==> src/hdl/gqr_pkg.sv <==
// Shared constants, types and helper functions of the Givens QR solver.
package gqr_pkg;

    localparam int MAX_ORDER   = 8;
    localparam int ROW_W       = $clog2(MAX_ORDER);
    localparam int COL_W       = 4;
    localparam int N_W         = 4;
    localparam int THR_W       = 17;
    localparam int VAL_W       = 32;
    localparam int MEM_DEPTH   = MAX_ORDER * MAX_ORDER + MAX_ORDER;
    localparam int MEM_AW      = $clog2(MEM_DEPTH);
    localparam int QDEPTH      = 4;
    localparam int QPTR_W      = $clog2(QDEPTH);
    localparam int S_TDATA_W   = 40;
    localparam int M_TDATA_W   = 40;
    localparam int ROT_BITS    = 30;
    localparam int FRAC_BITS   = 16;

    // One classified request, as it travels from the front to the solver.
    typedef struct packed {
        logic                     wr;
        logic [MEM_AW-1:0]        addr;
        logic signed [VAL_W-1:0]  value;
        logic                     start;
    } item_t;

    typedef struct packed {
        logic full;
        logic empty;
    } fifo_stat_t;

    typedef struct packed {
        logic        done;
        logic [63:0] quot;
    } div_resp_t;

    // Matrix element (row, col) lives at row*MAX_ORDER+col; column n selects the
    // right-hand side, kept after the matrix.
    function automatic logic [MEM_AW-1:0] elem_addr(input logic [ROW_W-1:0] row,
                                                    input logic [COL_W-1:0] col,
                                                    input logic [N_W-1:0]   n);
        logic [MEM_AW-1:0] a;
        if (col == n) begin
            a = MEM_AW'(MAX_ORDER * MAX_ORDER) + MEM_AW'(row);
        end else begin
            a = MEM_AW'(row) * MEM_AW'(MAX_ORDER) + MEM_AW'(col[ROW_W-1:0]);
        end
        return a;
    endfunction

    function automatic logic [N_W-1:0] order_clamp(input logic [N_W-1:0] sz);
        logic [N_W-1:0] n;
        if (sz < N_W'(2)) begin
            n = N_W'(2);
        end else if (sz > N_W'(MAX_ORDER)) begin
            n = N_W'(MAX_ORDER);
        end else begin
            n = sz;
        end
        return n;
    endfunction

    function automatic logic signed [VAL_W-1:0] sat32(input logic signed [63:0] v);
        logic signed [VAL_W-1:0] r;
        if (v > 64'sd2147483647) begin
            r = 32'sh7fffffff;
        end else if (v < -64'sd2147483648) begin
            r = 32'sh80000000;
        end else begin
            r = v[VAL_W-1:0];
        end
        return r;
    endfunction

    // Round at bit 30, half toward +inf, then saturate.
    function automatic logic signed [VAL_W-1:0] rnd30_sat(input logic signed [63:0] v);
        logic signed [63:0] t;
        t = (v + (64'sd1 <<< (ROT_BITS - 1))) >>> ROT_BITS;
        return sat32(t);
    endfunction

endpackage

==> src/hdl/gqr_queue.sv <==
// Small request queue between the load front and the solver.
module gqr_queue (
    input  logic                  aclk,
    input  logic                  aresetn,
    input  logic                  push,
    input  gqr_pkg::item_t        push_item,
    input  logic                  pop,
    output gqr_pkg::item_t        head_item,
    output gqr_pkg::fifo_stat_t   stat
);

    gqr_pkg::item_t                 slot_reg [gqr_pkg::QDEPTH];
    logic [gqr_pkg::QPTR_W-1:0]     wptr_reg;
    logic [gqr_pkg::QPTR_W-1:0]     rptr_reg;
    logic [gqr_pkg::QPTR_W:0]       count_reg;

    assign stat.full  = (count_reg == (gqr_pkg::QPTR_W+1)'(gqr_pkg::QDEPTH));
    assign stat.empty = (count_reg == '0);
    assign head_item  = slot_reg[rptr_reg];

    always_ff @(posedge aclk) begin
        if (!aresetn) begin
            wptr_reg  <= '0;
            rptr_reg  <= '0;
            count_reg <= '0;
        end else begin
            if (push) begin
                wptr_reg <= wptr_reg + 1'b1;
            end
            if (pop) begin
                rptr_reg <= rptr_reg + 1'b1;
            end
            if (push && !pop) begin
                count_reg <= count_reg + 1'b1;
            end else if (pop && !push) begin
                count_reg <= count_reg - 1'b1;
            end
        end
    end

    always_ff @(posedge aclk) begin
        if (push) begin
            slot_reg[wptr_reg] <= push_item;
        end
    end

endmodule

==> config.mk <==
export PLATFORM = sky130hd
export DESIGN_NAME = gqr_queue
export DESIGN_NICKNAME = d
export VERILOG_FILES = /design/src/hdl/gqr_pkg.sv /design/src/hdl/gqr_queue.sv
export SDC_FILE = /design/constraint.sdc
export NUM_CORES = 1
export LEC_CHECK = 0
export ABC_AREA = 1
export BUFFER_PORTS_ARGS = -buffer_cell sky130_fd_sc_hd__buf_2
export CAP_MARGIN = 25
export CORE_ASPECT_RATIO = 0.9
export CORE_UTILIZATION = 57
export CTS_CLUSTER_SIZE = 16
export DETAILED_ROUTE_END_ITERATION = 8
export HOLD_SLACK_MARGIN = 0.1
export PLACE_DENSITY = 0.83
export SYNTH_ARGS = -nofsm -noshare
export SYNTH_HDL_FRONTEND = slang
export SYNTH_SLANG_ARGS = --single-unit
==> constraint.sdc <==
create_clock -name aclk -period 2 [get_ports aclk]
set_input_delay 0.1 -clock aclk [delete_from_list [all_inputs] [get_ports aclk]]
set_output_delay 0.1 -clock aclk [all_outputs]
set_load 0.1 [all_outputs]
After elaboration in Yosys (flattened, before gate mapping)
Memory sizes are Yosys's and may differ from the RTL's. A register that Yosys moved wholly into a read port is not among the register bits.
Cells that the tools add are included.
{"block": "classes", "n_addsub": 4, "n_eq_ne": 1, "mux": 6, "n_reduce_logical": 6}
{"op": "$mux W3", "count": 2}
{"op": "$add A2 B1 Y2 const B", "count": 2}
{"op": "$mux W2", "count": 2}
{"op": "$add A3 B1 Y3 const B", "count": 1}
{"op": "$eq A3 B3 Y1 const B", "count": 1}
{"op": "$logic_not A3 Y1", "count": 1}
{"op": "$sub A3 B1 Y3 const B", "count": 1}
{"op": "$logic_and A1 B1 Y1", "count": 2}
{"op": "$logic_not A1 Y1", "count": 2}
{"op": "$mux W1", "count": 2}
{"op": "$reduce_bool A2 Y1", "count": 1}
{"block": "totals", "regBits": 7, "ramBits": 164, "input_bits": 45, "out_inout_bits": 43, "word_cells": 21, "n_memories": 1}
{"memory": "slot_reg", "words": 4, "word_bits": 41, "read_ports": 1, "rd_ports_with_merged_regs": 1, "wr": 1, "line_no": "gqr_queue.sv:12", "source": "gqr_pkg::item_t slot_reg [gqr_pkg::QDEPTH];"}

Logic depth before layout (Yosys ltp)
{"block": "depth", "ltp_word": 4, "mapped_depth": 10, "ltp_nobuf": 10}

Least setup slack after synthesis
Ideal clock, no wire load.
{"block": "synth_timing", "kind": "register to output", "from": "reg count_reg[1] (netlist name)", "to": "out stat[0] (netlist name)", "arrival_time_ns": 2.408, "t_required_ns": 1.900, "setup_slack_ns": -0.508, "stages_incl_launch_ff": 2, "n_path_buf": 0, "cell_sequence": "dfxtp_1 nor3_1"}
{"item": "from (decl)", "line_no": "gqr_queue.sv:15", "source": "logic [gqr_pkg::QPTR_W:0] count_reg;"}
{"item": "from (signal assigned)", "line_no": "gqr_queue.sv:34", "source": "count_reg <= count_reg + 1'b1;"}
{"item": "from (signal assigned)", "line_no": "gqr_queue.sv:36", "source": "count_reg <= count_reg - 1'b1;"}
{"item": "to (decl)", "line_no": "gqr_queue.sv:9", "source": "output gqr_pkg::fifo_stat_t stat"}

==> run_results.csv <==
group,metric,value,unit
run_status,outcome,"finished clean",
critical_path,cp_max_fo,82,
logic_synthesis,synth-main-ff-cell,"edfxtp_1",
finish,num-fill-cells,582,
global_route,grt_max_degree,83,
routing,drt_iter0_drc,337,
clock_tree,tritoncts,"built",
logic_synthesis,synth_commonest_cells,"edfxtp_1 (164), nor2_1 (87), o21ai_1 (47)",
power_and_ir_drop,ir_drop,0.851,mV
global_route,grt_pass1_wl,23300,um
global_route,track_usage,27.7,%
routing,viasPerCell,5.77,
routing,wl_per_cell,20.2,um
logic_synthesis,synth_edf_count,164,
logic_synthesis,yosys.area.top_type,"edfxtp_1",
clock_tree,cts_sinks,173,
run,maxCapViolations,0,
routing,num_vias,4366,
routing,wirelength,15300,um
finish,stdcell_count,757,
logic_synthesis,syn_inst,454,
place,port_buffers,87,
timing,hold_viol_final,0,
logic_synthesis,yosys-top-cells-area,"edfxtp_1 (76%), nor2_1 (5.0%), o22ai_1 (3.9%)",
timing,rsz0062_at_grt,"false",
routing,drtAntennaViolNets,0,
finish,multi_input_area,0.00144,sq mm
routing,drcViolationCount,0,
clock_tree,clk_latency,0.42,ns
logic_synthesis,synth_seq_area_share,78.3,%
timing,worst_clock_skew,0.00759,ns
logic_synthesis,synth_top_area_share,75.6,%
timing,fmax,0.521,GHz
floorplanning,core_region_area,0.0110,sq mm
clock_tree,clk_pin_slew,0.06,ns
logic_synthesis,syn-cell-area,0.00652,sq mm
floorplanning,die_y,103,um
timing,tightest_slew,0.498,ns
floorplanning,io_pins,88,
place,placed_cells,682,
finish,largest_reg_flops,164,
finish,diodes,0,
power_and_ir_drop,power,9.49,mW
timing,setup_viol_count_final,0,
timing,relSlewSlack,67.0,%
timing,slew_viol_final,0,
timing,setup-tns-final,0,ns
finish,syn2layout_area_growth,38.4,%
logic_synthesis,synth.most_common_cell,"edfxtp_1",
clock_tree,cts_made_buffers,17,
clock_tree,htreeDepth,4,
logic_synthesis,synth_cell_types,18,
critical_path,cp.arrival,1.82,ns
finish,register_area,0.00511,sq mm
floorplanning,num_rows,36,
logic_synthesis,avgSynthCellArea,14.4,sq um
critical_path,cp.required,1.90,ns
place,hpwl,8440,um
logic_synthesis,synth-async-reset-ratio,0,%
floorplanning,dieArea,0.0119,sq mm
power_and_ir_drop,pwr_density_cell,1050,mW/mm^2
critical_path,cp-end-kind,"output port",
clock_tree,clk_path_buf_depth,2,
finish,drive_above_1_share,28.6,%
power_and_ir_drop,p_leak,3.29,nW
global_route,grt_pass1_vias,4626,
floorplanning,die_x,115,um
min_path,min_path_type,"in -> reg",
timing,fin_crit,1.92,ns
critical_path,start_kind,"flip-flop",
global_route,antenna_found_initial,0,
routing,firstDrtPassIters,5,
floorplanning,start_util,59.3,%
place,routabilityCongestion,0.712,
global_route,gr-total-overflow,0,
critical_path,critPathKind,"reg -> out",
logic_synthesis,synth_nets,505,
logic_synthesis,yosysWarnings,0,
logic_synthesis,yosys_register_bits,173,
clock_tree,cts_root_buf,"clkbuf_16",
timing,finalCritPeriodShare,96.0,%
finish,final_net_count,644,
critical path: stages, from the launching register on:
cell     delay (ns)
dfxtp_2        0.38
buf_12         0.34
o21ai_1        0.20
o22ai_2        0.26
buf_12         0.21
report_power, final:
group / leakage, nW / switching, mW / total, mW / internal [mW]
registers: 1.58 / 0.0520 / 4.19 / 4.13
clock network: 0.260 / 1.29 / 3.11 / 1.82
logic: 1.45 / 1.47 / 2.20 / 0.723
total: 3.29 / 2.82 / 9.49 / 6.68
cell usage in the layout, fill, tap and decap left out, types with 4 or more instances in the layout:
master,n
a21oi_1,4
buf_12,47
buf_2,46
buf_4,7
clkbuf_1,6
clkbuf_16,17
dfxtp_1,7
dlygate4sd3_1,44
edfxtp_1,164
ha_1,5
inv_1,11
inv_2,5
nand2_1,9
nor2_1,87
o21ai_0,40
o21ai_1,48
o22ai_2,41
layer usage:
layer  part of all wire, %  global-route usage [%]  vias to the layer above  wire (um)
li1                      -                       -                     1976          -
met1                    38                    31.0                     2184       5780
met2                    54                    51.3                      179       8280
met3                   5.7                    5.94                       27        873
met4                   2.2                    13.1                        0        340
met5                     0                       0                        -          0
stage by stage:
| step | util (%) | setup slack [ns] | instance area, sq um | hold WS [ns] |
|---|---|---|---|---|
| after global routing | 82.1 | 0.00638 | 9020 | 0.434 |
| after detailed placement | 73.1 | 0.509 | 8030 | 0.317 |
| after CTS | 82.0 | 0.0417 | 9010 | 0.417 |
| after floorplan | - | -0.508 | 6770 | 0.199 |
| after global placement | 73.1 | 0.578 | 8030 | 0.311 |
| final | 82.1 | 0.0792 | 9020 | 0.427 |
cell families (layout without fill, tap and decap cells):
family	Yosys count	in the layout	share of synthesized area, %
adder cells (fa/ha/maj)	6	6	1.27
flip-flops	173	173	78.3
AND/OR/NAND/NOR	100	100	5.86
buffers and inverters	42	193	3.53
AO/OA/AOI/OAI	133	133	11.0
timing repair:
action | in CTS | in global routing
hold endpoints to repair | 173 | 0
setup endpoints to repair | 0 | 3
gates resized for setup | 0 | 4
buffers inserted | 0 | 0
hold buffers | 44 | 0
worst paths after layout:
kind | start | to | slack [ns] | cells past startpoint
setup reg to reg | wptr_reg[0] | slot_reg[0][17] | 0.51 | 5
hold / removal | push_item[34] | slot_reg[1][34] | 0.43 | 2
hold reg to reg | rptr_reg[1] | flip-flop | 0.46 | 1
setup / recovery | flip-flop | head_item[8] | 0.08 | 4
layout make-up:
type                       instances  share of cell area, %
multi-input combinational        239                   15.9
timing repair buffer             145                   18.6
inverter                          17                  0.735
sequential                       173                   56.6
clock inverter                     8                   1.04
tap                              152                   2.11
clock buffer                      23                   4.97
(Power assumes the default switching activity.)
