<file path="config.mk">
export PLATFORM = sky130hd
export DESIGN_NAME = gqr_front
export DESIGN_NICKNAME = d
export VERILOG_FILES = /design/src/hdl/gqr_pkg.sv /design/src/hdl/gqr_front.sv
export SDC_FILE = /design/constraint.sdc
export NUM_CORES = 1
export LEC_CHECK = 0
export BUFFER_PORTS_ARGS = -buffer_cell sky130_fd_sc_hd__buf_2
export CAP_MARGIN = 20
export CORE_MARGIN = 4
export CORE_UTILIZATION = 45
export DETAILED_ROUTE_END_ITERATION = 8
export HOLD_SLACK_MARGIN = 0.08
export PLACE_DENSITY = 0.84
export SLEW_MARGIN = 20
export SYNTH_ARGS = -nofsm -noshare
export SYNTH_HDL_FRONTEND = slang
export SYNTH_SLANG_ARGS = --single-unit
export TNS_END_PERCENT = 1
</file>
<file path="constraint.sdc">
create_clock -name aclk -period 3.9 [get_ports aclk]
set_input_delay 0.78 -clock aclk [delete_from_list [all_inputs] [get_ports aclk]]
set_output_delay 0.78 -clock aclk [all_outputs]
set_load 0.02 [all_outputs]
</file>
<file path="src/hdl/gqr_pkg.sv">
// Shared constants, types and helper functions of the Givens QR solver.
package gqr_pkg;

    localparam int MAX_ORDER   = 8;
    localparam int ROW_W       = $clog2(MAX_ORDER);
    localparam int COL_W       = 4;
    localparam int N_W         = 4;
    localparam int THR_W       = 17;
    localparam int VAL_W       = 32;
    localparam int MEM_DEPTH   = MAX_ORDER * MAX_ORDER + MAX_ORDER;
    localparam int MEM_AW      = $clog2(MEM_DEPTH);
    localparam int QDEPTH      = 4;
    localparam int QPTR_W      = $clog2(QDEPTH);
    localparam int S_TDATA_W   = 40;
    localparam int M_TDATA_W   = 40;
    localparam int ROT_BITS    = 30;
    localparam int FRAC_BITS   = 16;

    // One classified request, as it travels from the front to the solver.
    typedef struct packed {
        logic                     wr;
        logic [MEM_AW-1:0]        addr;
        logic signed [VAL_W-1:0]  value;
        logic                     start;
    } item_t;

    typedef struct packed {
        logic full;
        logic empty;
    } fifo_stat_t;

    typedef struct packed {
        logic        done;
        logic [63:0] quot;
    } div_resp_t;

    // Matrix element (row, col) lives at row*MAX_ORDER+col; column n selects the
    // right-hand side, kept after the matrix.
    function automatic logic [MEM_AW-1:0] elem_addr(input logic [ROW_W-1:0] row,
                                                    input logic [COL_W-1:0] col,
                                                    input logic [N_W-1:0]   n);
        logic [MEM_AW-1:0] a;
        if (col == n) begin
            a = MEM_AW'(MAX_ORDER * MAX_ORDER) + MEM_AW'(row);
        end else begin
            a = MEM_AW'(row) * MEM_AW'(MAX_ORDER) + MEM_AW'(col[ROW_W-1:0]);
        end
        return a;
    endfunction

    function automatic logic [N_W-1:0] order_clamp(input logic [N_W-1:0] sz);
        logic [N_W-1:0] n;
        if (sz < N_W'(2)) begin
            n = N_W'(2);
        end else if (sz > N_W'(MAX_ORDER)) begin
            n = N_W'(MAX_ORDER);
        end else begin
            n = sz;
        end
        return n;
    endfunction

    function automatic logic signed [VAL_W-1:0] sat32(input logic signed [63:0] v);
        logic signed [VAL_W-1:0] r;
        if (v > 64'sd2147483647) begin
            r = 32'sh7fffffff;
        end else if (v < -64'sd2147483648) begin
            r = 32'sh80000000;
        end else begin
            r = v[VAL_W-1:0];
        end
        return r;
    endfunction

    // Round at bit 30, half toward +inf, then saturate.
    function automatic logic signed [VAL_W-1:0] rnd30_sat(input logic signed [63:0] v);
        logic signed [63:0] t;
        t = (v + (64'sd1 <<< (ROT_BITS - 1))) >>> ROT_BITS;
        return sat32(t);
    endfunction

endpackage

</file>
<file path="src/hdl/gqr_front.sv">
// Input front: takes element requests, decides where each one goes and queues it.
module gqr_front (
    input  logic                          aclk,
    input  logic                          aresetn,
    input  logic                          s_tvalid,
    output logic                          s_tready,
    input  logic [gqr_pkg::S_TDATA_W-1:0] s_tdata,
    input  logic                          s_tlast,
    input  logic [gqr_pkg::N_W-1:0]       order_n,
    input  gqr_pkg::fifo_stat_t           q_stat,
    output logic                          q_push,
    output gqr_pkg::item_t                q_item
);

    logic [gqr_pkg::ROW_W-1:0]        row;
    logic [gqr_pkg::COL_W-1:0]        col;
    logic                             valid_reg;
    gqr_pkg::item_t                   item_reg;
    gqr_pkg::item_t                   item_next;

    assign row = s_tdata[gqr_pkg::ROW_W-1:0];
    assign col = s_tdata[gqr_pkg::ROW_W +: gqr_pkg::COL_W];

    // Out-of-range elements are dropped, but a start flag on them still counts.
    always_comb begin
        item_next.wr    = ({1'b0, row} < order_n) && (col <= order_n);
        item_next.addr  = gqr_pkg::elem_addr(row, col, order_n);
        item_next.value = s_tdata[gqr_pkg::ROW_W + gqr_pkg::COL_W +: gqr_pkg::VAL_W];
        item_next.start = s_tlast;
    end

    assign q_push   = valid_reg && !q_stat.full;
    assign s_tready = !valid_reg || q_push;
    assign q_item   = item_reg;

    always_ff @(posedge aclk) begin
        if (!aresetn) begin
            valid_reg <= 1'b0;
        end else if (s_tready) begin
            valid_reg <= s_tvalid;
        end
    end

    always_ff @(posedge aclk) begin
        if (s_tvalid && s_tready) begin
            item_reg <= item_next;
        end
    end

endmodule

</file>
# After elaboration in Yosys (flattened, before gate mapping)
# Index checks and enable logic that the tools add are counted.
# totals
mem_bits_ro	0
mem_count	0
register_bits	42
in_bits	50
mem_bits_rw	0
output_inout_bits	43
wordCells	17
latchBits	0
# op_classes
multipliers	0
n_reduce_logical	6
mux	1
shifts	0
n_div	0
eq_ne	1
addsub	2
bitwise_logic	0
order_cmp	2
# op_table
cell	count
6-bit by 3-bit adder with 7-bit output	1
7-bit by 3-bit adder with 7-bit output, first input constant	1
7-bit two-way mux	1
4-bit == test	1
4-bit less-or-equal comparator	1
3-bit by 4-bit < comparator with 1-bit output	1
1-bit logical AND	3
1-bit logical NOT	2
1-bit logical OR	1

# Depth between registers and ports, before layout
# Gate-level depths: netlist of the first run.
# logic_depth
ltp_word	4
mapped_depth	6
mapped_depth_nobuf	6

# Least setup slack after synthesis of the first run
# Ideal clock, no wire load.
# synth_timing
path_type	input -> register
from	in q_stat[1] (netlist bit)
to	reg item_reg, in the netlist q_item[0], enable pin
slack_ns	1.501
n_path_buf	0
required_ns	3.498
stages	2
setup_ns	0.402
arrival_ns	1.997
cell_sequence	nand2_1 > and2_1
# synth_between
elab_chain_cells	4
# synth_lines
element	line_no	text
from (decl)	gqr_front.sv:10	input gqr_pkg::fifo_stat_t q_stat,
1-bit logical NOT	gqr_front.sv:32	assign q_push = valid_reg && !q_stat.full;
1-bit logical AND	gqr_front.sv:32	
1-bit logical OR	gqr_front.sv:33	assign s_tready = !valid_reg || q_push;
1-bit logical AND	gqr_front.sv:45	if (s_tvalid && s_tready) begin
to (signal assigned)	gqr_front.sv:46	item_reg <= item_next;
to (decl)	gqr_front.sv:18	gqr_pkg::item_t item_reg;
# Every way passes these cells.
# A chain may end at the register's enable or synchronous reset.

# Worst setup path after layout of the first run
# layout_timing
from	in q_stat[1] (netlist bit)
to	out q_push
# layout_between
elab_chain_cells	2
# layout_lines
element	line_no	text
1-bit logical NOT	gqr_front.sv:32	
1-bit logical AND	gqr_front.sv:32	
to (decl)	gqr_front.sv:11	output logic q_push,
# Every way passes these cells.

==> impl_metrics.json, run 1 <==
{
  "start_util_pct": 47.7,
  "yosys_register_bits": 42,
  "grt_pass1_vias": 980,
  "synth_top_area_share_pct": 83.2,
  "yosysUniqueCellTypes": 15,
  "p_total_uw": 853,
  "ir_drop_mv": 0.172,
  "cts.root.buffer_cell": "clkbuf_4",
  "wl_per_cell_um": 14.3,
  "power_density_nw_per_um2": 418,
  "intPower_uw": 640,
  "r2r_slack_ps": 2370,
  "grt_use_met3_pct": 5.30,
  "grt_overflow": 0,
  "rows": 20,
  "synth.area.top_cells": "edfxtp_1 (83%), ha_1 (5.1%), nand2_1 (2.3%)",
  "grt.met1_usage_pct": 14.5,
  "place_area_um2": 1990,
  "cts_setup_buffers": 0,
  "use_met2_pct": 25.9,
  "max_freq_mhz": 511,
  "grt_pass1_wl_um": 4460,
  "syn_inst": 80,
  "dieHeight_um": 65.4,
  "cp_data_required_time_ps": 3120,
  "cap_violations": 0,
  "pin_count": 93,
  "grtUsageTotal_pct": 14.6,
  "tightest_slew_ps": 886,
  "die_x_um": 65.4,
  "worstSetupPathType": "primary input to output pin",
  "synth.avg_cell_area_um2": 18.5,
  "maxSlewViolCount": 0,
  "route.detailed.drc": 0,
  "drive_gt1_share_pct": 55.6,
  "skew_ps": 16.8,
  "io_buffer_count": 90,
  "finalSetupTns_ps": 0,
  "antenna_found_initial": 0,
  "final_nets": 233,
  "status": "finished clean",
  "final_cell_count_no_fill": 222,
  "drt-pass1-iter-count": 4,
  "clock-sinks": 42,
  "drt_iter0_markers": 45,
  "grt_max_degree": 42,
  "sw_frac_of_total_pct": 24.9,
  "largest_reg_flops": 41,
  "slew_headroom_pct": 40.9,
  "routed_wl_um": 3170,
  "tritoncts": "built",
  "hold_class": "register to register",
  "clock_path_buffers": 2,
  "ant_nets": 0,
  "final_cell_area_um2": 2040,
  "whs_ps": 538,
  "period_minus_slack_ps": 1960,
  "power_leakage_nw": 0.922,
  "clk_pin_slew_ps": 130,
  "postCtsHoldBufs": 0,
  "routabilityCongestion": 0.782,
  "p_clk_share_pct": 23.3,
  "netlist_area_um2": 1480,
  "via_count": 1033,
  "cts_resized": 0,
  "area_delta_synth_final_pct": 37.9,
  "n_antenna_cell": 0,
  "dieArea_um2": 4270,
  "finalHoldViolCount": 0,
  "arrival_ps": 1180,
  "dpl.hpwl_um": 2530,
  "numCtsBuffers": 5,
  "worst_setup_path_end_kind": "output pin",
  "seq_power_share_pct": 62.7,
  "fin_crit_sh_pct": 50.1,
  "core_um2": 3100,
  "vias_per_cell": 4.65,
  "busiest_layer": "met2",
  "ys_warn_count": 0,
  "p_sw_uw": 212,
  "ys_seq_area_share_pct": 84.5,
  "synth_area_leader_cell": "edfxtp_1",
  "setup_violations": 0,
  "rsz0062_at_grt": "false",
  "htree_levels": 2,
  "combPwrFrac_pct": 14.0,
  "worstSkewPairLatency_ps": 340,
  "startpoint_type": "primary input",
  "dpl.cell_count": 214,
  "cp_max_fo": 3,
  "syn-num-nets": 136
}
[cell usage in the layout (no fill, tap or decap)]
| master | n |
|---|---|
| a211oi_1 | 1 |
| a21oi_1 | 4 |
| and2_1 | 2 |
| and2_2 | 2 |
| buf_2 | 90 |
| clkbuf_4 | 5 |
| clkinv_1 | 1 |
| clkinv_2 | 1 |
| clkinvlp_4 | 1 |
| dfxtp_1 | 1 |
| edfxtp_1 | 41 |
| ha_1 | 6 |
| inv_1 | 6 |
| nand2_1 | 9 |
| nand2b_1 | 1 |
| nand4_1 | 1 |
| nor2_1 | 1 |
| nor2b_1 | 2 |
| nor3_1 | 1 |
| o21ai_0 | 2 |
[metrics by stage]
| stage | utilization [%] | setup slack, ps |
|---|---|---|
| after floorplan | - | 1500 |
| after global placement | 64.0 | 1830 |
| after detailed placement | 64.0 | 1790 |
| after CTS | 65.8 | 1960 |
| after global routing | 65.8 | 1930 |
| final | 65.8 | 1940 |
[synth_stat cells]
master	count
nor2b_1	2
ha_1	6
edfxtp_1	41
nand2_1	9
a21oi_1	4
nor3_1	1
inv_1	6
nand2b_1	1
nor2_1	1
nand4_1	1
and2_2	1
o21ai_0	2
dfxtp_1	1
and2_1	3
a211oi_1	1
[power groups by stage]
stage                     clock network (mW)  registers, mW  logic [mW]
final                                  0.198          0.535       0.119
after detailed placement                   0          0.546       0.120
after CTS                              0.207          0.536       0.120
after global placement                     0          0.545       0.115
after floorplan                            0          0.582      0.0264
after global routing                   0.232          0.538       0.128
[path summary, 6_finish.rpt]
check	cells after the start	from	end
setup / recovery	3	q_stat[1]	q_push
hold / removal	2	valid_reg$_SDFFE_PN0N_	valid_reg$_SDFFE_PN0N_
setup reg to reg	2	valid_reg$_SDFFE_PN0N_	q_item[0]$_DFFE_PP_
hold reg to reg	2	valid_reg$_SDFFE_PN0N_	valid_reg$_SDFFE_PN0N_
[area by class of cell]
class | instances | area (um^2)
well taps | 44 | 55.1
clock inverters | 3 | 16.3
inverters | 6 | 22.5
fillers | 241 | 1060
repair buffers | 90 | 450
multi-input cells | 32 | 208
clock buffers | 5 | 37.5
flip-flops and latches | 42 | 1250
[critical path, stage by stage]
cell and delay (ps):
buf_2 110, nor2b_1 110, buf_2 170
[logic make-up after synthesis]
kind of cell / after synthesis / synth area share [%]
flops: 42 / 84.5
simple gates: 19 / 6.34
compound gates: 7 / 2.54
buf+inv: 6 / 1.52
fa+ha+maj: 6 / 5.07
[per-layer routing]
| metal | routed length (um) | vias up |
|---|---|---|
| met5 | 0 | - |
| met4 | 63 | 0 |
| met3 | 389 | 7 |
| met2 | 1580 | 70 |
| met1 | 1140 | 465 |
| li1 | - | 491 |
Note: power is estimated with default switching activity, not from simulation.
==> inputs of run 2 (changes only) <==
--- a/config.mk
+++ b/config.mk
@@ -5,13 +5,14 @@
 export SDC_FILE = /design/constraint.sdc
 export NUM_CORES = 1
 export LEC_CHECK = 0
+export ABC_AREA = 1
 export BUFFER_PORTS_ARGS = -buffer_cell sky130_fd_sc_hd__buf_2
 export CAP_MARGIN = 20
 export CORE_MARGIN = 4
-export CORE_UTILIZATION = 45
+export CORE_UTILIZATION = 38
 export DETAILED_ROUTE_END_ITERATION = 8
 export HOLD_SLACK_MARGIN = 0.08
-export PLACE_DENSITY = 0.84
+export PLACE_DENSITY = 0.75
 export SLEW_MARGIN = 20
 export SYNTH_ARGS = -nofsm -noshare
 export SYNTH_HDL_FRONTEND = slang
==> constraint.sdc (replaced) <==
create_clock -name aclk -period 1.7 [get_ports aclk]
set_input_delay 0.34 -clock aclk [delete_from_list [all_inputs] [get_ports aclk]]
set_output_delay 0.34 -clock aclk [all_outputs]
set_load 0.02 [all_outputs]
==> run 2 against run 1 <==
Against the previous run: synthesized cell count grew 15%; clock power grew to 2.9 times the previous value; sequential share of layout area shrank 2.7 points; final area grew 4.6%; synthesized area grew 3.4%; power grew 150%; via count grew 0.77%; flip-flop and latch count is the same; largest cell class unchanged; largest power group unchanged; first-iteration DRC count grew 16%; die area grew 20%; non-clock buffer count grew 2.
==> impl_metrics.json, run 2 <==
{
  "busiest_layer": "met2",
  "synthTopCellsByCount": "edfxtp_1 (41), inv_1 (14), nand2_1 (12), nor2_1 (7), ha_1 (6)",
  "tightest_slew_ps": 282,
  "final_cell_mix": "buf_2 (90), edfxtp_1 (41), inv_1 (14)",
  "clock_path_buffers": 2,
  "ir_drop_mv": 0.428,
  "rows": 22,
  "grt_pass1_wl_um": 4590,
  "setup_ws_ps": 402,
  "whs_ps": 230,
  "yosys_register_bits": 42,
  "synth.avg_cell_area_um2": 16.6,
  "use_met2_pct": 18.9,
  "maxSlewViolCount": 0,
  "postCtsHoldBufs": 0,
  "area_delta_synth_final_pct": 39.5,
  "reg2reg_to": "q_item[15]$_DFFE_PP_",
  "timing.rr.start": "valid_reg$_SDFFE_PN0N_",
  "p_total_mw": 2.09,
  "synth.area.top_cells": "edfxtp_1 (80%), ha_1 (4.9%), inv_1 (3.4%)",
  "grt_pass1_vias": 1035,
  "drt-pass1-iter-count": 3,
  "vias_per_cell": 4.37,
  "dpl.hpwl_um": 2390,
  "grtUsageTotal_pct": 12.0,
  "ys_seq_area_share_pct": 81.8,
  "r2r_slack_ps": 600,
  "pin_count": 93,
  "worstHoldPathCells": 1,
  "via_count": 1041,
  "antenna_found_initial": 0,
  "fill_cells": 340,
  "status": "finished clean",
  "core_um2": 3770,
  "dieHeight_um": 71.5,
  "syn_inst": 92,
  "yosys_most_used_dff": "edfxtp_1",
  "clk_pin_slew_ps": 70,
  "worstSkewPairLatency_ps": 280,
  "multi_input_area_um2": 226,
  "mostFrequentLayoutCell": "buf_2",
  "hold_class": "primary input to register",
  "grt_overflow": 0,
  "ff_latch_area_um2": 1250,
  "slew_headroom_pct": 81.2,
  "grt.met1_usage_pct": 13.7,
  "drt_iter0_markers": 52,
  "synth_area_leader_cell": "edfxtp_1",
  "ys_warn_count": 0,
  "ant_nets": 0,
  "cts.root.buffer_cell": "clkbuf_8",
  "start_util_pct": 40.6,
  "numCtsBuffers": 5,
  "power_leakage_nw": 0.990,
  "yosys.cell_count.top_type": "edfxtp_1",
  "arrival_ps": 960,
  "cts_setup_buffers": 0,
  "rsz0062_at_grt": "false",
  "power_density_nw_per_um2": 979,
  "synthArstFlopShare_pct": 0,
  "skew_ps": 3.58,
  "setup_violations": 0,
  "worst_setup_path_end_kind": "output pin",
  "wl_per_cell_um": 12.6,
  "netlist_area_um2": 1530,
  "startpoint_type": "register",
  "worstSetupPathType": "register to output pin",
  "grt_use_met3_pct": 5.61,
  "place_area_um2": 2060,
  "max_freq_mhz": 770,
  "period_minus_slack_ps": 1300,
  "dpl.cell_count": 231,
  "drive_gt1_share_pct": 55.3,
  "die_x_um": 71.5,
  "dieArea_um2": 5110,
  "grt_max_degree": 24,
  "tritoncts": "built",
  "synth_top_area_share_pct": 80.5,
  "route.detailed.drc": 0,
  "clock-sinks": 42,
  "fin_util_pct": 56.6,
  "cp_data_required_time_ps": 1360,
  "final_nets": 246,
  "hold_end": "q_item[5]$_DFFE_PP_",
  "yosysUniqueCellTypes": 14,
  "cp_max_fo": 3,
  "fin_crit_sh_pct": 76.4,
  "final_cell_count_no_fill": 238,
  "rr_worst_depth": 2,
  "final_cell_area_um2": 2130,
  "n_antenna_cell": 0,
  "min-delay-start": "s_tdata[11]",
  "htree_levels": 2,
  "finalHoldViolCount": 0,
  "place_ws_ps": 208,
  "io_buffer_count": 90,
  "finalSetupTns_ps": 0,
  "syn-num-nets": 148,
  "cts_resized": 0,
  "routed_wl_um": 3000,
  "largest_reg_flops": 41,
  "routabilityCongestion": 0.698,
  "cap_violations": 0,
  "synth_edf_count": 41
}
-- run 2: critical path, cell delays in order, from the launching register on --
cell	delay [ps]
dfxtp_1	390
inv_1	50
nor2_1	70
buf_2	170
-- run 2: cell type report --
cell class	instances	share of cell area, %
timing repair buffer	92	21.8
multi-input combinational	35	10.6
clock inverter	2	0.469
sequential	42	58.6
inverter	14	2.46
tap	48	2.81
clock buffer	5	3.22
-- run 2: worst max path at each step --
stage	startpoint	end	slack [ps]	cells after the start
2_1_floorplan	s_tvalid	q_item[0]$_DFFE_PP_	200	2
3_3_place_gp	order_n[3]	q_item[33]$_DFFE_PP_	220	6
3_5_place_dp	order_n[3]	q_item[33]$_DFFE_PP_	210	6
4_1_cts	valid_reg$_SDFFE_PN0N_	q_push	380	3
5_1_grt	valid_reg$_SDFFE_PN0N_	q_push	280	3
6_report	valid_reg$_SDFFE_PN0N_	q_push	400	3
-- run 2: cells by family after synthesis --
family | synth area share [%]
DFF | 81.8
and+or+nand+nor | 6.21
buffers and inverters | 4.17
AOI/OAI and AO/OA | 2.94
adders and majority gates | 4.91
-- run 2: layer usage --
layer / share of wire (%) / wire (um) / vias up
li1: - / - / 511
met1: 39 / 1180 / 461
met2: 45 / 1350 / 65
met3: 14 / 425 / 4
met4: 1.3 / 39 / 0
met5: 0 / 0 / -
-- run 2: report_power, final --
part / switching (mW) / total, mW / internal, mW
clock network: 0.301 / 0.577 / 0.275
registers: 0.0137 / 1.23 / 1.21
logic: 0.179 / 0.286 / 0.107
total: 0.494 / 2.09 / 1.60
==> inputs of run 3 (changes only) <==
--- a/config.mk
+++ b/config.mk
@@ -9,10 +9,10 @@
 export BUFFER_PORTS_ARGS = -buffer_cell sky130_fd_sc_hd__buf_2
 export CAP_MARGIN = 20
 export CORE_MARGIN = 4
-export CORE_UTILIZATION = 38
+export CORE_UTILIZATION = 42
 export DETAILED_ROUTE_END_ITERATION = 8
 export HOLD_SLACK_MARGIN = 0.08
-export PLACE_DENSITY = 0.75
+export PLACE_DENSITY = 0.78
 export SLEW_MARGIN = 20
 export SYNTH_ARGS = -nofsm -noshare
 export SYNTH_HDL_FRONTEND = slang
==> constraint.sdc (replaced) <==
create_clock -name aclk -period 1.2 [get_ports aclk]
set_input_delay 0.24 -clock aclk [delete_from_list [all_inputs] [get_ports aclk]]
set_output_delay 0.24 -clock aclk [all_outputs]
set_load 0.02 [all_outputs]
==> run 3 against run 2 <==
Against the previous run: register-to-register slack worse by 590 ps; combinational power is 84% higher; global-route usage is 4.3 points higher; power is 38% higher; clock skew is 1.1 ps higher; critical path depth stayed put; hold slack worse by 86 ps; first-iteration DRC count is 38% higher; clock-buffer cell count is 1 higher; final area is 17% higher; sequential share of layout area is 8.3 points lower; sequential power is 41% higher; largest cell class unchanged.
==> impl_metrics.json, run 3 (synthesis gave the netlist of run 2 again) <==
{
  "worstSkewPairLatency_ps": 330,
  "htree_levels": 2,
  "status": "finished clean",
  "max_freq_mhz": 840,
  "rsz0062_at_grt": "true",
  "grtUsageTotal_pct": 16.3,
  "pin_count": 93,
  "drt_iter0_markers": 72,
  "power_density_nw_per_um2": 1150,
  "ir_drop_mv": 0.558,
  "cts.root.buffer_cell": "clkbuf_4",
  "rows": 21,
  "dieHeight_um": 68.4,
  "fin_crit_sh_pct": 99.2,
  "clock-sinks": 42,
  "worstSetupPathType": "register to register",
  "final_cell_mix": "buf_2 (87), edfxtp_1 (41), dlygate4sd3_1 (33)",
  "setup_ws_ps": 9.41,
  "drt-pass1-iter-count": 4,
  "tritoncts": "built",
  "wl_per_cell_um": 14.6,
  "cp_data_required_time_ps": 1230,
  "final_nets": 283,
  "die_x_um": 68.4,
  "grt_max_degree": 33,
  "skew_ps": 4.66,
  "numCtsBuffers": 5,
  "largest_reg_flops": 41,
  "dieArea_um2": 4670,
  "p_total_mw": 2.88,
  "n_antenna_cell": 0,
  "area_delta_synth_final_pct": 63.0,
  "clk_pin_slew_ps": 100,
  "via_count": 1205,
  "tightest_slew_ps": 259,
  "start_util_pct": 44.8,
  "clock_path_buffers": 2,
  "antenna_found_initial": 0,
  "vias_per_cell": 4.40,
  "period_minus_slack_ps": 1190,
  "grt_pass1_vias": 1235,
  "grt_pass1_wl_um": 5260,
  "mostFrequentLayoutCell": "buf_2",
  "finalHoldViolCount": 0,
  "hold_class": "primary input to register",
  "cap_violations": 0,
  "arrival_ps": 1220,
  "setup_violations": 0,
  "drive_gt1_share_pct": 48.2,
  "finalSetupTns_ps": 0,
  "ant_nets": 0,
  "slew_headroom_pct": 82.7,
  "cp_max_fo": 32,
  "core_um2": 3420,
  "routed_wl_um": 3990,
  "startpoint_type": "register",
  "worst_setup_path_end_kind": "register",
  "io_buffer_count": 90,
  "dpl.hpwl_um": 2810,
  "route.detailed.drc": 0,
  "routabilityCongestion": 0.749,
  "maxSlewViolCount": 0,
  "place_ws_ps": -210,
  "grt_overflow": 0,
  "power_leakage_nw": 1.14
}
run 3: cell types whose count changed in the layout (fill, tap and decap cells not counted), moves of 2 or more:
cell           before  now
clkbuf_8            5    0
buf_2              90   87
dlygate4sd3_1       0   33
buf_4               2    6
clkbuf_4            0    5
buf_6               0    2
run 3: per-stage QoR:
| step | instance area [um^2] | cells | utilization [%] | hold slack (ps) |
|---|---|---|---|---|
| after floorplan | 1540 | 92 | - | 339 |
| after global placement | 2090 | 232 | 61.2 | 417 |
| after detailed placement | 2090 | 232 | 61.2 | 418 |
| after CTS | 2460 | 272 | 72.1 | 82.5 |
| after global routing | 2490 | 274 | 73.0 | 127 |
| final | 2490 | 274 | 73.0 | 144 |
run 3: area by class of cell:
| class | instances | area (um^2) |
|---|---|---|
| clock buffers | 6 | 41.3 |
| clock inverters | 2 | 8.76 |
| fillers | 240 | 921 |
| inverters | 14 | 52.6 |
| multi-input cells | 35 | 226 |
| flip-flops and latches | 42 | 1250 |
| well taps | 46 | 57.6 |
| repair buffers | 129 | 853 |
run 3: path summary, 6_finish.rpt:
check | slack (ps) | start | to | depth (start not counted)
setup / recovery | 9 | valid_reg$_SDFFE_PN0N_ | q_item[6]$_DFFE_PP_ | 3
hold / removal | 140 | aresetn | valid_reg$_SDFFE_PN0N_ | 2
setup reg to reg | 9 | valid_reg$_SDFFE_PN0N_ | q_item[6]$_DFFE_PP_ | 3
hold reg to reg | 560 | valid_reg$_SDFFE_PN0N_ | valid_reg$_SDFFE_PN0N_ | 2
run 3: timing repair:
item | 4_1_cts | 5_1_grt
hold buffers | 31 | 2
hold endpoints to repair | 31 | 2
buffers inserted | 1 | 0
endpoints found under the setup margin | 2 | 44
gates resized for setup | 3 | 4
run 3: power breakdown:
part | leakage (nW) | total, mW | internal [mW] | switching (mW)
Sequential | 0.406 | 1.74 | 1.72 | 0.0265
Combinational | 0.707 | 0.527 | 0.243 | 0.284
Clock | 0.0297 | 0.608 | 0.220 | 0.387
run 3: metal layers:
metal / global-route usage [%] / up-vias / routed length, um
li1: - / 589 / -
met1: 12.4 / 555 / 1250
met2: 35.3 / 59 / 2290
met3: 5.09 / 2 / 422
met4: 6.70 / 0 / 23
met5: 0 / - / 0
run 3: worst max-delay path: stages, from the launching register on:
cell	delay, ps
dfxtp_4	370
buf_4	140
a21oi_4	170
buf_12	220
